### src/rtl/nearest_neighbor_point_orderer_macros.svh
// Assertion macros for the nearest-neighbor point orderer.
// Depends on nothing; included by the top level only.
`ifndef NEAREST_NEIGHBOR_POINT_ORDERER_MACROS_SVH
`define NEAREST_NEIGHBOR_POINT_ORDERER_MACROS_SVH

// Same-cycle implication, checked at every rising edge outside reset.
`define NNPO_CHECK(lbl, clk, rst_n, ante, cons, msg) \
    lbl: assert property (@(posedge clk) disable iff (!rst_n) (ante) |-> (cons)) \
        else $error(msg);

// Next-cycle implication, checked at every rising edge outside reset.
`define NNPO_CHECK_NEXT(lbl, clk, rst_n, ante, cons, msg) \
    lbl: assert property (@(posedge clk) disable iff (!rst_n) (ante) |=> (cons)) \
        else $error(msg);

`endif

### src/rtl/nnpo_pkg.sv
// Shared constants and types for the nearest-neighbor point orderer.
// No dependencies; used by nnpo_dist_unit and the top level.
`timescale 1ns / 1ps

package nnpo_pkg;

    localparam int MAX_POINTS_DEF = 256;
    localparam int COORD_BITS_DEF = 12;

    localparam int CFG_ADDR_W  = 2;
    localparam int CFG_DATA_W  = 13;
    localparam int START_ROW_W = 12;
    localparam int OP_W        = 2;

    // Transaction kinds on the input stream
    localparam logic [OP_W-1:0] OP_LOAD    = 2'd0;
    localparam logic [OP_W-1:0] OP_NEXT    = 2'd1;
    localparam logic [OP_W-1:0] OP_RESTART = 2'd2;

    // Configuration register indexes
    localparam logic [CFG_ADDR_W-1:0] CFG_OPTIMIZE  = 2'd0;
    localparam logic [CFG_ADDR_W-1:0] CFG_WIDTH     = 2'd1;
    localparam logic [CFG_ADDR_W-1:0] CFG_HEIGHT    = 2'd2;
    localparam logic [CFG_ADDR_W-1:0] CFG_START_ROW = 2'd3;

    // Control that travels with each slot through the distance pipeline
    typedef struct packed {
        logic valid;   // stage holds a slot read
        logic live;    // slot still holds an unemitted point
    } t_scan_tag;

endpackage

### src/rtl/nnpo_dist_unit.sv
// Two-stage squared-distance pipeline: absolute differences, then squares.
// Depends on nnpo_pkg for the scan tag type.
`timescale 1ns / 1ps

module nnpo_dist_unit #(
    parameter int COORD_BITS = nnpo_pkg::COORD_BITS_DEF,
    parameter int IDX_BITS   = 8
) (
    input  logic                      i_clk,
    input  logic                      i_rst_n,
    input  nnpo_pkg::t_scan_tag       i_tag,
    input  logic [IDX_BITS-1:0]       i_idx,
    input  logic [COORD_BITS-1:0]     i_pt_x,
    input  logic [COORD_BITS-1:0]     i_pt_y,
    input  logic [COORD_BITS-1:0]     i_cur_x,
    input  logic [COORD_BITS-1:0]     i_cur_y,
    output nnpo_pkg::t_scan_tag       o_tag,
    output logic                      o_busy,
    output logic [IDX_BITS-1:0]       o_idx,
    output logic [COORD_BITS-1:0]     o_pt_x,
    output logic [COORD_BITS-1:0]     o_pt_y,
    output logic [2*COORD_BITS:0]     o_dist
);
    import nnpo_pkg::*;

    localparam int SQ_W = 2 * COORD_BITS;

    t_scan_tag               r_a_tag;
    logic [COORD_BITS-1:0]   r_a_dx;
    logic [COORD_BITS-1:0]   r_a_dy;
    logic [IDX_BITS-1:0]     r_a_idx;
    logic [COORD_BITS-1:0]   r_a_x;
    logic [COORD_BITS-1:0]   r_a_y;

    t_scan_tag               r_b_tag;
    logic [SQ_W-1:0]         r_b_sqx;
    logic [SQ_W-1:0]         r_b_sqy;
    logic [IDX_BITS-1:0]     r_b_idx;
    logic [COORD_BITS-1:0]   r_b_x;
    logic [COORD_BITS-1:0]   r_b_y;

    always_ff @(posedge i_clk) begin
        if (!i_rst_n) begin
            r_a_tag <= '0;
            r_b_tag <= '0;
        end else begin
            r_a_tag <= i_tag;
            r_b_tag <= r_a_tag;
        end
    end

    // Payload stages: no reset needed
    always_ff @(posedge i_clk) begin
        r_a_dx  <= (i_pt_x > i_cur_x) ? (i_pt_x - i_cur_x) : (i_cur_x - i_pt_x);
        r_a_dy  <= (i_pt_y > i_cur_y) ? (i_pt_y - i_cur_y) : (i_cur_y - i_pt_y);
        r_a_idx <= i_idx;
        r_a_x   <= i_pt_x;
        r_a_y   <= i_pt_y;

        r_b_sqx <= SQ_W'(r_a_dx) * SQ_W'(r_a_dx);
        r_b_sqy <= SQ_W'(r_a_dy) * SQ_W'(r_a_dy);
        r_b_idx <= r_a_idx;
        r_b_x   <= r_a_x;
        r_b_y   <= r_a_y;
    end

    assign o_tag  = r_b_tag;
    assign o_busy = r_a_tag.valid | r_b_tag.valid;
    assign o_idx  = r_b_idx;
    assign o_pt_x = r_b_x;
    assign o_pt_y = r_b_y;
    assign o_dist = (SQ_W + 1)'(r_b_sqx) + (SQ_W + 1)'(r_b_sqy);

endmodule

### config.mk
export PLATFORM = sky130hd
export DESIGN_NAME = nnpo_dist_unit
export DESIGN_NICKNAME = d
export VERILOG_FILES = /design/src/rtl/nearest_neighbor_point_orderer_macros.svh /design/src/rtl/nnpo_pkg.sv /design/src/rtl/nnpo_dist_unit.sv
export SDC_FILE = /design/constraint.sdc
export NUM_CORES = 1
export LEC_CHECK = 0
export BUFFER_PORTS_ARGS = -buffer_cell sky130_fd_sc_hd__clkbuf_2
export CORE_UTILIZATION = 31
export DETAILED_ROUTE_END_ITERATION = 10
export MAX_ROUTING_LAYER = met4
export PLACE_DENSITY = 0.43
export SLEW_MARGIN = 40
export SYNTH_ARGS = -nofsm -noshare
export SYNTH_HDL_FRONTEND = slang
export SYNTH_SLANG_ARGS = --single-unit
### constraint.sdc
create_clock -name i_clk -period 7.75 [get_ports i_clk]
set_clock_uncertainty 0.2 [all_clocks]
set_input_delay 1.55 -clock i_clk [delete_from_list [all_inputs] [get_ports i_clk]]
set_output_delay 1.55 -clock i_clk [all_outputs]
set_load 0.02 [all_outputs]
======== Word level (Yosys, flattened, before mapping) ========
Index checks and enable logic that the tools add are counted.
storage, ports and cells
  output and inout port bits .............. 60
  flip-flop bits (word level) ............. 140
operators by class
  $mul .................................... 2
  $lt $le $gt $ge ......................... 2
  add/sub/neg operators ................... 5
  muxes and demuxes ....................... 2
  bitwise gates (word level) .............. 1
operators by type and width
  operator                      number
  multiplier 12 x 12 -> 24 bit  2
  subtractor 12 bit             4
  adder 24 x 24 -> 25 bit       1
  > comparator 12 bit           2
  two-way mux 12 bit            2
  bitwise OR 1 bit              1

======== Longest topological paths before layout ========
Gate-level depths: netlist of the first run.
  word-level depth ........................ 2
  depth in mapped cells ................... 23
  gate-level depth less buffers ........... 22

======== Worst setup path after synthesis of the first run ========
OpenSTA, ideal clock, no wires.
  path type ............................... reg2reg
  start point ............................. register r_a_dy[6]
  end point ............................... register r_b_sqy[22]
  stages on the path, launching flop included .. 22
  setup slack ............................. 2.266 ns
  setup time .............................. 0.063 ns
  period minus slack after synthesis ...... 5.484 ns
  data arrival time ....................... 5.222 ns
  cell sequence ........................... dfxtp_1 clkbuf_1 nand2_1 inv_1 fa_1 fa_1 inv_1 fa_1 inv_1 fa_1 inv_1 fa_1 inv_1 ha_1 o21ai_0 a21oi_1 o31ai_1 nor4_1 o31a_1 nor3_2 or4b_2 nand3_1
on the way
  cells in the longest elaborated chain, start to end .. 1
ends and longest elaborated chain
  item                          RTL line              RTL
  start: declaration            nnpo_dist_unit.sv:30  logic [COORD_BITS-1:0] r_a_dy;
  start signal: assignment      nnpo_dist_unit.sv:55  r_a_dy <= (i_pt_y > i_cur_y) ? (i_pt_y - i_cur_y) : (i_cur_y - i_pt_y);
  multiplier 12 x 12 -> 24 bit  nnpo_dist_unit.sv:61  r_b_sqy <= SQ_W'(r_a_dy) * SQ_W'(r_a_dy);
  end signal: assignment        nnpo_dist_unit.sv:61
  end: declaration              nnpo_dist_unit.sv:37  logic [SQ_W-1:0] r_b_sqy;
Every way passes these cells.
A chain may end at the register's enable or synchronous reset.

======== Worst setup path after layout of the first run ========
Ends and elaborated chain as after synthesis.

==> results of run 1 <==
[flip-flops by register name, summed over array words and instances (netlist names)]
name     flops
o_idx        8
o_pt_x      12
o_pt_y      12
o_tag        2
r_a_dx      12
r_a_dy      12
r_a_idx      8
r_a_tag      2
r_a_x       12
r_a_y       12
r_b_sqx     23
r_b_sqy     23
[cell usage after synthesis (all sizes together) (5+ instances only)]
| cell type | count | area share |
|---|---|---|
| inv | 322 | 0.089 |
| nor2 | 75 | 0.021 |
| or2 | 5 | 0.0023 |
| a31oi | 11 | 0.0051 |
| fa | 162 | 0.24 |
| and3 | 6 | 0.0028 |
| o21bai | 11 | 0.0064 |
| a211oi | 7 | 0.0039 |
| nor2b | 18 | 0.0083 |
| nand4 | 8 | 0.0037 |
| ha | 187 | 0.17 |
| a21o | 25 | 0.014 |
| o211ai | 5 | 0.0028 |
| and2 | 92 | 0.043 |
| mux2i | 7 | 0.0052 |
| xnor2 | 59 | 0.038 |
| o21a | 11 | 0.0061 |
| nand3 | 8 | 0.0030 |
| a21oi | 76 | 0.028 |
| dfxtp | 138 | 0.20 |
| xor2 | 24 | 0.016 |
| clkbuf | 27 | 0.0075 |
| nand2 | 78 | 0.022 |
| o21ai | 45 | 0.017 |
| nand2b | 7 | 0.0032 |
| o41ai | 5 | 0.0052 |
| nor3 | 11 | 0.0044 |
[placed cells by master, fill, tap and decap left out, types with 18 or more instances in the layout]
master    instances
fa_1            162
a21oi_1          75
nor2b_1          18
o21ai_0          44
inv_1           322
xnor2_1          59
dfxtp_1         138
nor2_1           75
ha_1            187
a21o_1           25
nand2_1          78
xor2_1           24
clkbuf_2        119
and2_1           92
[stage by stage]
stage                     area [um2]  instances  setup slack (ns)  utilization
after floorplan                13510       1469             2.266            -
after global placement         14720       2144             1.838       0.3425
after detailed placement       14740       2144             1.782       0.3428
after CTS                      15260       2176             1.783       0.3551
after global routing           15260       2177             1.325       0.3551
final                          15260       2177             1.725       0.3551
[kinds of logic (layout without fill, tap and decap cells)]
group,Yosys count,after routing,synth area share
adder cells (fa/ha/maj),349,349,0.4133
XOR/XNOR,83,83,0.05382
AND/OR/NAND/NOR,319,319,0.1189
AO/OA/AOI/OAI,217,217,0.1024
flip-flops,138,138,0.2045
buffers and inverters,352,474,0.09856
multiplexers,11,11,0.008522
other,0,1,0
[final timing paths]
check / start / end / depth (start not counted)
max: r_a_dy[6] / r_b_sqy[22] / 20
min: r_a_idx[1] / o_idx[1] / 0
max reg2reg: r_a_dy[6] / r_b_sqy[22] / 20
min reg2reg: r_a_idx[1] / o_idx[1] / 0
[layer usage]
layer	global-route usage	wire, um	up-vias
li1	-	-	4834
met5	-	0	-
met3	0.03092	894	30
met4	0.05647	603	0
met2	0.2118	12370	138
met1	0.1818	13440	4631
[layout make-up]
class | count | area, um2 | share of cell area
antenna | 1 | 2.502 | 0.0001639
timing repair buffer | 120 | 603.1 | 0.03951
clock buffer | 19 | 432.9 | 0.02836
clock inverter | 13 | 92.59 | 0.006066
multi-input combinational | 979 | 9429 | 0.6178
inverter | 322 | 1209 | 0.07919
tap | 585 | 732.0 | 0.04795
sequential | 138 | 2763 | 0.1810
==> impl_metrics.env, run 1 <==
export IMPL_async_flop_share=0
export IMPL_synth_nets=1878
export IMPL_portBuffers=119
export IMPL_yosysSeqAreaShare=0.2045
export IMPL_viasPerCell=4.425
export IMPL_dp_hpwl_um=23300
export IMPL_critPathArrivalTime_ns=6.24
export IMPL_grt_max_degree=20
export IMPL_worstPathRequired_ns=7.96
export IMPL_rsz0062_at_grt="no"
export IMPL_htree_levels=4
export IMPL_syn_instance_count=1469
export IMPL_wirelength_um=27310
export IMPL_synth_distinct_cells=60
export IMPL_cts_tree="done"
export IMPL_relSlewSlack=0.5473
export IMPL_io_pins=120
export IMPL_end_kind="flip-flop"
export IMPL_first_pass_iters=5
export IMPL_cts_setup_buffers=0
export IMPL_start_util=0.3143
export IMPL_syn_area_um2=13510
export IMPL_clock_sinks=138
export IMPL_crit_family="adder cells"
export IMPL_drt_first_iter_violations=317
export IMPL_fmax_mhz=166.0
export IMPL_crit_chain="nand2_1 -> inv_1 -> fa_1 -> fa_1 -> inv_1 -> fa_1 -> inv_1 -> fa_1 -> inv_1 -> fa_1 -> inv_1 -> ha_1 -> o21ai_0 -> a21oi_1 -> o31ai_1 -> nor4_1 -> o31a_1 -> nor3_2 -> or4b_2 -> nand3_1"
export IMPL_die_area_um2=44410
export IMPL_reg2reg_slack_ns=1.73
export IMPL_setup_viol=0
export IMPL_ant_nets=0
export IMPL_grt_pass1_vias=9948
export IMPL_cts_made_buffers=17
export IMPL_worstPathMaxFanout=12
export IMPL_routed_via_count=9633
export IMPL_path_buf_inv=5
export IMPL_grt_pass1_wl_um=47580
export IMPL_fillers=4550
export IMPL_nets=1987
export IMPL_cts_buffer_depth=2
export IMPL_syn_avg_cell_area_um2=9.195
export IMPL_synth_enable_flop_cells=0
export IMPL_die_w_um=210.7
export IMPL_yosys_warnings=0
export IMPL_path_clk_slew_ns=0.07
export IMPL_die_h_um=210.7
export IMPL_critPathKind="flip-flop to flip-flop"
export IMPL_fin_crit_ns=6.025
export IMPL_worst_hold_slack_ns=0.1200
export IMPL_ys_flop_type="dfxtp_1"
export IMPL_overflow=0
export IMPL_post_route_period_util=0.7774
export IMPL_cts_root_buf="clkbuf_16"
export IMPL_rows=76
export IMPL_maxSlewViolCount=0
export IMPL_critPathLaunchType="flip-flop"
export IMPL_remaining_drc_errors=0
export IMPL_wl_per_cell_um=12.55
export IMPL_slowest_stage="or4b_2"
export IMPL_hold_viol=0
export IMPL_tns_ns=0
export IMPL_antenna_found_initial=1
export IMPL_insertion_delay_ns=0.47
export IMPL_worst_slew_pin_slew_ns=0.6745
export IMPL_status="complete, no violations"
export IMPL_gr_usage_all_layers=0.1403
export IMPL_max_cap_viol_count=0
export IMPL_syn_to_final_growth_pct=13.00
export IMPL_core_area_um2=42980
export IMPL_layout_drive_gt1_share=0.1062
export IMPL_max_stage_delay_ns=0.62
export IMPL_synth_seq_cells=138
export IMPL_cts_resized=0
export IMPL_gp_congestion=0.8092
export IMPL_holdBufCountCts=0
export IMPL_worst_hold_path_type="flip-flop to flip-flop"
Power of run 1 is not shown: default switching activity piles up to over one toggle a cycle in this logic, so the estimate is an artifact.
==> inputs of run 2 (changes only) <==
Settings changed: ABC_AREA set to 1.
Clock period 7.75 ns to 6.3 ns, I/O delays scaled along.
==> run 2 against run 1 <==
Against the previous run:
- core utilization shrank 0.53 points
- die area grew 17%
- via count grew 31%
- first-iteration DRC count grew 47%
- register-to-register slack lost 0.59 ns
- maximum frequency grew 17%
- sequential cell count is the same
- setup slack lost 0.59 ns
- global-route usage grew 1.5 points
- non-clock buffer count shrank 1
- area after synthesis grew 17%
- hold slack gained 0.0028 ns
==> impl_metrics.env, run 2 <==
export IMPL_status="complete, no violations"
export IMPL_syn_to_final_growth_pct=11.28
export IMPL_worstPathMaxFanout=12
export IMPL_cts_resized=0
export IMPL_overflow=0
export IMPL_post_route_period_util=0.8201
export IMPL_fin_crit_ns=5.167
export IMPL_critPathKind="flip-flop to flip-flop"
export IMPL_insertion_delay_ns=0.46
export IMPL_holdBufCountCts=0
export IMPL_wl_per_cell_um=12.45
export IMPL_multi_input_area_um2=10620
export IMPL_relSlewSlack=0.5505
export IMPL_final_common_cell="nand2_1"
export IMPL_end_kind="flip-flop"
export IMPL_cts_root_buf="clkbuf_16"
export IMPL_setup_viol=0
export IMPL_cts_setup_buffers=0
export IMPL_synth_compound_area_share=0.03753
export IMPL_synth_distinct_cells=33
export IMPL_largestRegisters="r_b_sqx x23, r_b_sqy x23"
export IMPL_die_w_um=227.8
export IMPL_maxSlewViolCount=0
export IMPL_grt_pass1_wl_um=64050
export IMPL_cts_made_buffers=17
export IMPL_rows=82
export IMPL_yosys_area_share_simple=0.2411
export IMPL_dp_hpwl_um=32070
export IMPL_nets=2703
export IMPL_worst_slew_pin_slew_ns=0.6733
export IMPL_synth_largest_area_cell="fa_1"
export IMPL_syn_instance_count=2197
export IMPL_cts_tree="done"
export IMPL_synth_enable_flop_cells=0
export IMPL_critPathLaunchType="flip-flop"
export IMPL_yosys_top_cells_area="fa_1 21%, dfxtp_1 17%, nand2_1 15%, ha_1 15%, inv_1 14%"
export IMPL_antenna_found_initial=1
export IMPL_synth_seq_cells=138
export IMPL_setup_slack_ns=1.133
export IMPL_drt_first_iter_violations=466
export IMPL_portBuffers=119
export IMPL_async_flop_share=0
export IMPL_final_cell_mix="651 x nand2_1, 576 x inv_1, 187 x ha_1"
export IMPL_synth_top_family_by_area="adder cells"
export IMPL_gp_congestion=0.8696
export IMPL_syn_area_um2=15800
export IMPL_max_stage_delay_ns=0.71
export IMPL_crit_family="adder cells"
export IMPL_remaining_drc_errors=0
export IMPL_fmax_mhz=193.5
export IMPL_clock_sinks=138
export IMPL_rsz0062_at_grt="no"
export IMPL_routed_via_count=12610
export IMPL_path_buf_inv=4
export IMPL_worst_hold_path_type="flip-flop to flip-flop"
export IMPL_grt_max_degree=17
export IMPL_cpMostUsedCell="nand2_1"
export IMPL_max_cap_viol_count=0
export IMPL_synth_fa_ha_area_frac=0.3533
export IMPL_register_area_um2=2763
export IMPL_die_area_um2=51890
export IMPL_worstPathRequired_ns=6.44
export IMPL_cts_buffer_depth=2
export IMPL_critPathArrivalTime_ns=5.30
export IMPL_dpl_worst_slack_ns=1.121
export IMPL_yosysSeqAreaShare=0.1748
export IMPL_ys_flop_type="dfxtp_1"
export IMPL_hold_viol=0
export IMPL_first_pass_iters=5
export IMPL_htree_levels=4
export IMPL_layout_drive_gt1_share=0.08453
export IMPL_core_area_um2=50270
export IMPL_synth_nets=2606
export IMPL_synth_most_common_cell="nand2_1"
export IMPL_crit_chain="nand2_1 -> fa_1 -> inv_1 -> fa_1 -> fa_1 -> fa_1 -> inv_1 -> fa_1 -> inv_1 -> ha_1 -> nand2_1 -> inv_1 -> a21oi_1 -> nand3_1 -> nand2_1 -> nand2_1 -> nand2_1 -> nand2_1"
export IMPL_grt_pass1_vias=13400
export IMPL_path_clk_slew_ns=0.07
export IMPL_tns_ns=0
export IMPL_synth_xor_area_frac=0.03990
export IMPL_die_h_um=227.8
export IMPL_start_util=0.3144
export IMPL_viasPerCell=4.233
export IMPL_syn_avg_cell_area_um2=7.193
export IMPL_yosys_top_cells_count="651 x nand2_1, 576 x inv_1, 187 x ha_1"
export IMPL_yosys_warnings=0
export IMPL_slowest_stage="dfxtp_1"
export IMPL_wirelength_um=37100
export IMPL_fillers=5546
export IMPL_io_pins=120
export IMPL_muxShareOfSynthArea=0
export IMPL_gr_usage_all_layers=0.1557
export IMPL_ant_nets=0
export IMPL_synth_top_area_share=0.2052
run 2: layout make-up:
| class | count | area share |
|---|---|---|
| clock buffers | 19 | 0.02462 |
| repair buffers | 119 | 0.03386 |
| multi-input cells | 1438 | 0.6037 |
| flip-flops and latches | 138 | 0.1571 |
| well taps | 672 | 0.04781 |
| diodes | 1 | 0.0001423 |
| inverters | 580 | 0.1238 |
| clock inverters | 13 | 0.009035 |
run 2: logic make-up after synthesis:
| group | Yosys count |
|---|---|
| and+or+nand+nor | 912 |
| xor gates and xnor gates | 72 |
| buffers and inverters | 621 |
| adders and majority gates | 349 |
| DFF | 138 |
| AOI/OAI and AO/OA | 105 |
run 2: worst paths after layout:
| check | endpoint | cells after the start | from | slack, ns |
|---|---|---|---|---|
| worst max register to register | r_b_sqy[21] | 18 | r_a_dy[6] | 1.13 |
| worst min-delay path | o_idx[0] | 0 | r_a_idx[0] | 0.12 |
| worst max-delay path | r_b_sqy[21] | 18 | r_a_dy[6] | 1.13 |
| worst min register to register | o_idx[0] | 0 | r_a_idx[0] | 0.12 |
run 2: layer usage:
layer / vias up / GRT usage / share of wire / wire length (um)
met1: 5763 / 0.1975 / 0.50 / 18480
li1: 6657 / - / - / -
met3: 31 / 0.02225 / 0.027 / 1006
met2: 162 / 0.2561 / 0.46 / 16950
met4: 0 / 0.04582 / 0.018 / 662
met5: - / - / 0 / 0
run 2: stage by stage:
step / cells / area, um2 / hold WS [ns] / util
finish: 2980 / 17590 / 0.1227 / 0.3498
global placement: 2947 / 16990 / 0.1101 / 0.3380
floorplan: 2197 / 15800 / 0.1096 / -
detailed placement: 2947 / 16990 / 0.1121 / 0.3380
global route: 2980 / 17590 / 0.1316 / 0.3498
CTS: 2979 / 17580 / 0.1192 / 0.3498
Power of run 2 is left out for the same reason.
